File: src/sac_pkg.sv
package sac_pkg;

	localparam int WORD_BITS  = 16;
	localparam int FRAC_BITS  = 12;
	localparam int ANG_BITS   = WORD_BITS + 1;
	localparam int PROD_BITS  = 2 * ANG_BITS;
	localparam int PHASE_BITS = 32;
	localparam int Q_FRAC     = 30;
	localparam int Q_BITS     = Q_FRAC + 1;
	localparam int NUM_TERMS  = 4;

	// round(2^32 / 2pi) and round(2pi * 2^30)
	localparam logic [29:0] INV_TWO_PI = 30'd683565276;
	localparam logic [32:0] TWO_PI_Q30 = 33'd6746518852;
	localparam logic [Q_BITS-1:0] Q30_ONE = Q_BITS'(1) << Q_FRAC;

	localparam int PHASE_LAT = 3;
	localparam int TRIG_LAT  = 16;

	localparam int CFG_IDX_BITS = 3;
	localparam logic [CFG_IDX_BITS-1:0] CFG_MAP_SELECT = 3'd0;
	localparam logic [CFG_IDX_BITS-1:0] CFG_COEF_A     = 3'd1;
	localparam logic [CFG_IDX_BITS-1:0] CFG_COEF_B     = 3'd2;
	localparam logic [CFG_IDX_BITS-1:0] CFG_COEF_C     = 3'd3;
	localparam logic [CFG_IDX_BITS-1:0] CFG_COEF_D     = 3'd4;

	localparam logic [1:0] MAP_CLIFFORD = 2'd0;
	localparam logic [1:0] MAP_DE_JONG  = 2'd1;
	localparam logic [1:0] MAP_EXP_ONE  = 2'd2;
	localparam logic [1:0] MAP_EXP_TWO  = 2'd3;

	typedef struct packed {
		logic signed [WORD_BITS-1:0] point_x;
		logic signed [WORD_BITS-1:0] point_y;
	} point_t;

	typedef struct packed {
		logic signed [WORD_BITS-1:0] next_x;
		logic signed [WORD_BITS-1:0] next_y;
	} result_t;

	typedef struct packed {
		logic              neg;
		logic [Q_BITS-1:0] mag;
	} trig_t;

endpackage

File: src/sac_phase.sv
module sac_phase import sac_pkg::*; (
	input  logic                        clk,
	input  logic signed [ANG_BITS-1:0]  m,
	input  logic signed [ANG_BITS-1:0]  p,
	output logic [PHASE_BITS-1:0]       phase
);

	localparam int KS        = 15;
	localparam int PART_BITS = PROD_BITS + KS + 1;
	localparam int FULL_BITS = PROD_BITS + 2 * KS;
	localparam logic [KS:0] K_LO = {1'b0, INV_TWO_PI[KS-1:0]};
	localparam logic [KS:0] K_HI = {1'b0, INV_TWO_PI[2*KS-1:KS]};

	logic signed [PROD_BITS-1:0] mp_s1;
	logic signed [PART_BITS-1:0] lo_s2;
	logic signed [PART_BITS-1:0] hi_s2;
	logic signed [FULL_BITS-1:0] full;
	logic [PHASE_BITS-1:0]       phase_s3;

	// angle times 1/2pi, split in two partial products
	assign full = FULL_BITS'(lo_s2) + (FULL_BITS'(hi_s2) <<< KS);

	always_ff @(posedge clk) begin
		mp_s1    <= m * p;
		lo_s2    <= mp_s1 * $signed(K_LO);
		hi_s2    <= mp_s1 * $signed(K_HI);
		phase_s3 <= full[2*FRAC_BITS +: PHASE_BITS];
	end

	assign phase = phase_s3;

endmodule

File: config.mk
export PLATFORM = sky130hd
export DESIGN_NAME = sac_phase
export DESIGN_NICKNAME = d
export VERILOG_FILES = /design/src/sac_pkg.sv /design/src/sac_phase.sv
export SDC_FILE = /design/constraint.sdc
export NUM_CORES = 2
export LEC_CHECK = 0
export BUFFER_PORTS_ARGS = -buffer_cell sky130_fd_sc_hd__buf_2
export CAP_MARGIN = 20
export CELL_PAD_IN_SITES_DETAIL_PLACEMENT = 0
export CELL_PAD_IN_SITES_GLOBAL_PLACEMENT = 1
export CORE_MARGIN = 10
export CORE_UTILIZATION = 25
export CTS_CLUSTER_DIAMETER = 60
export DETAILED_ROUTE_END_ITERATION = 10
export PLACE_DENSITY = 0.49
export SETUP_SLACK_MARGIN = 0.4
export SYNTH_ARGS = -nofsm -noshare
export SYNTH_HDL_FRONTEND = slang
export SYNTH_SLANG_ARGS = --single-unit
export TNS_END_PERCENT = 1
File: constraint.sdc
create_clock -name clk -period 6.6 [get_ports clk]
set_clock_uncertainty 0.05 [all_clocks]
set_input_delay 0.99 -clock clk [delete_from_list [all_inputs] [get_ports clk]]
set_output_delay 0.99 -clock clk [all_outputs]
set_load 0.01 [all_outputs]
# Word level (Yosys, flattened, before mapping)
# Cells that the tools add are included.
# op_classes
add_sub_neg,1
n_mul,3
# op_table
cell,n
$add 50x56->56,1
$mul 34x14->48 const B,1
$mul 34x14->39 const B,1
$mul 17x17->34,1
# word_totals
register_bits,153
elab_cells,8

# Logic depth before layout (Yosys ltp)
# depth
depth_word,1
depth_mapped,25
depth_no_buf,24

# Worst setup path before layout
# No wires, ideal clock.
# synth_path
path_kind,in2reg
startpoint,input port p[8]
endpoint,register mp_s1[33]
arrival_time_ns,6.826
required_time_ns,6.429
path_slack_ns,-0.397
stages,24
n_path_buf,2
cell_sequence,clkbuf_1 -> clkbuf_1 -> nand2_1 -> fa_1 -> inv_1 -> fa_1 -> inv_1 -> fa_1 -> inv_1 -> fa_1 -> fa_1 -> inv_1 -> fa_1 -> inv_1 -> ha_1 -> and3_1 -> nand3_1 -> or4b_2 -> a21o_1 -> a311oi_1 -> nor4_1 -> o21bai_1 -> a21oi_1 -> xnor2_1
# synth_via
elab_chain_cells,1
# synth_rtl
item,line,text
from (decl),sac_phase.sv:4,"input logic signed [ANG_BITS-1:0] p,"
$mul 17x17->34,sac_phase.sv:24,mp_s1 <= m * p;
to (signal assigned),sac_phase.sv:24,
to (decl),sac_phase.sv:14,logic signed [PROD_BITS-1:0] mp_s1;
# No other way between the ends.

# Final worst setup path
# layout_path
startpoint,input port p[3]
endpoint,register mp_s1[30]
# Same word-level chain as after synthesis.

==> results.sh <==
export IMPL_via_per_inst=4.01
export IMPL_cts_sinks=138
export IMPL_synth_fp_nets=4249
export IMPL_gp_congestion=0.806
export IMPL_grt_overflow=0
export IMPL_grt_pass1_wl_mm=130
export IMPL_grt_pass1_vias=23000
export IMPL_clockRootBuffer="clkbuf_16"
export IMPL_slew_violations=0
export IMPL_holdCritPathClass="flip-flop to flip-flop"
export IMPL_die_w_um=370
export IMPL_antenna_left=0
export IMPL_cts_path_max_buffers=2
export IMPL_seq_area_um2=2790
export IMPL_area_growth_pct=17.0
export IMPL_htreeDepth=4
export IMPL_via_count=20500
export IMPL_crit_type="input port to flip-flop"
export IMPL_rows=128
export IMPL_fin_crit_ps=6220
export IMPL_place_inst=5074
export IMPL_crit_path_max_fanout=10
export IMPL_grtUsageTotal_pct=12.0
export IMPL_timing_rr_end="hi_s2[40]"
export IMPL_tightest_slew_ps=624
export IMPL_async_reset_ff_share_pct=0
export IMPL_yosys_top_cells_count="inv_1 (912), fa_1 (641), ha_1 (412)"
export IMPL_yosysMostFrequentCell="inv_1"
export IMPL_synth_edff_count=0
export IMPL_wl_mm=79.6
export IMPL_cp_arrival_ps=6550
export IMPL_io_buffers=66
export IMPL_multiInputGateArea_um2=24500
export IMPL_n_fill_cell=13100
export IMPL_final_period_utilization_pct=94.3
export IMPL_clk_insertion_delay_late_ps=480
export IMPL_finalHoldViolations=0
export IMPL_path_clk_slew_ps=90
export IMPL_drive_gt1_share_pct=12.9
export IMPL_drc_errors=0
export IMPL_synthesis_area_um2=30600
export IMPL_ys_flop_type="dfxtp_1"
export IMPL_rsz0062_at_grt="yes"
export IMPL_setup_violations_final=0
export IMPL_ios=67
export IMPL_worstSetupEndpointType="flip-flop"
export IMPL_crit_required_ps=6930
export IMPL_yosys_area_top_type="fa_1"
export IMPL_firstDrtPassIters=5
export IMPL_crit_path_start_kind="input port"
export IMPL_cts_tree="built"
export IMPL_wl_per_cell_um=15.6
export IMPL_crit_path_start="p[3]"
export IMPL_synth_seq_cells=138
export IMPL_die_h_um=370
export IMPL_reg2reg_depth=25
export IMPL_seq_area_frac_synth_pct=9.03
export IMPL_rr_startpoint="mp_s1[18]"
export IMPL_endpoint="mp_s1[30]"
export IMPL_drt_iter0_drc=611
export IMPL_start_util_pct=25.1
export IMPL_clock_fmax_mhz=161
export IMPL_syn_avg_cell_area_um2=9.68
export IMPL_ys_types=75
export IMPL_status="complete, no violations"
export IMPL_setup_tns_ps=0
export IMPL_maxCapViolations=0
export IMPL_fin_cells=5109
export IMPL_grt_max_degree=21
export IMPL_syn_inst=3161
export IMPL_dieArea_um2=137000
export IMPL_dpl_hpwl_mm=73.5
export IMPL_slew_headroom_pct=58.0
export IMPL_fin_nets=4559
export IMPL_synth_warnings=0
export IMPL_synth_top_cells_by_area="fa_1 (42%), ha_1 (17%), inv_1 (11%)"
export IMPL_synth_top_cell_area_share_pct=41.9
export IMPL_reg2reg_slack_ps=420
export IMPL_core_region_area_um2=122000
export IMPL_antenna_found_initial=1
export IMPL_cts_buffers=17
export IMPL_antenna_cells=0
-- what timing repair did --
action                     4_1_cts  5_1_grt
gates cloned                     0        0
resized for setup               60        6
buffers inserted                 3        0
pin swaps                       24        2
hold buffers                     0        0
setup endpoints to repair       24       34
-- state kept, by name, indices dropped and copies added (netlist names) --
name / count
lo_s2: 33
phase: 32
mp_s1: 34
hi_s2: 39
-- placed cells by master, fill, tap and decap left out, types with 9 or more instances in the layout --
cell type,instances
inv_1,910
fa_1,638
ha_1,405
buf_4,265
nand2_1,184
and2_1,144
dfxtp_1,124
xnor2_1,109
a21oi_1,104
nor2_1,66
a21o_1,62
buf_2,57
xor2_1,50
o21ai_0,49
nand3_1,19
nand2b_1,19
clkbuf_16,17
nand4_1,15
o21bai_1,15
o21a_1,14
nor2b_1,13
and3_1,11
nor3_1,11
a211oi_1,10
dfxtp_2,9
-- layer usage --
metal  global-route usage [%]  routed length (µm)
met1                     17.2               40300
met2                     19.9               37400
met3                     1.31                1450
met4                     1.33                 391
met5                        0                  17
-- how the worst min path moves through the flow --
stage	end	from	slack, ps	cells past startpoint
finish	phase[30]	hi_s2[39]	510	2
global route	phase[30]	hi_s2[39]	550	2
CTS	phase[30]	hi_s2[39]	520	2
detailed placement	phase[30]	hi_s2[39]	520	2
global placement	phase[31]	hi_s2[40]	510	2
floorplan	hi_s2[2]	mp_s1[0]	410	0
-- kinds of logic (layout without fill, tap and decap cells) --
family,after synthesis,in the layout,share of synthesized area [%]
compound gates,336,336,7.25
buf+inv,955,1278,11.8
mux,4,4,0.131
flops,138,138,9.03
fa+ha+maj,1053,1053,58.8
simple gates,516,516,8.49
xor+xnor,159,159,4.55
-- metrics by stage --
stage	hold WS (ps)	cell area (µm²)	utilization [%]	worst slack (ps)
after floorplan	406	30800	-	120
after global placement	508	34900	28.7	-369
after detailed placement	516	34900	28.7	-331
after CTS	518	35800	29.4	371
after global routing	549	35800	29.4	107
final	513	35800	29.4	376
-- layout make-up --
| cell class | count | area share [%] |
|---|---|---|
| Multi-Input combinational cell | 2068 | 68.5 |
| Inverter | 912 | 9.57 |
| Sequential cell | 138 | 7.80 |
| Timing Repair Buffer | 334 | 6.83 |
| Tap cell | 1625 | 5.68 |
| Clock buffer | 17 | 1.19 |
| Clock inverter | 15 | 0.437 |
-- critical path, stage by stage --
cell and delay (ps):
buf_4 170, buf_4 150, nand2_1 70, inv_1 60
fa_2 630, fa_1 470, fa_1 570, fa_1 430
fa_1 490, inv_1 50, fa_1 470, inv_1 40
ha_1 290, a21o_1 190, a21oi_2 130, o21bai_1 70
a21o_1 200, nor2_2 110, o21ai_2 80, a2111o_1 370
a31o_2 250, buf_4 130, xor2_1 130
Power is left out: the tool's default activity adds up to more than one toggle a clock period on the data nets, which glitch-free logic cannot reach.
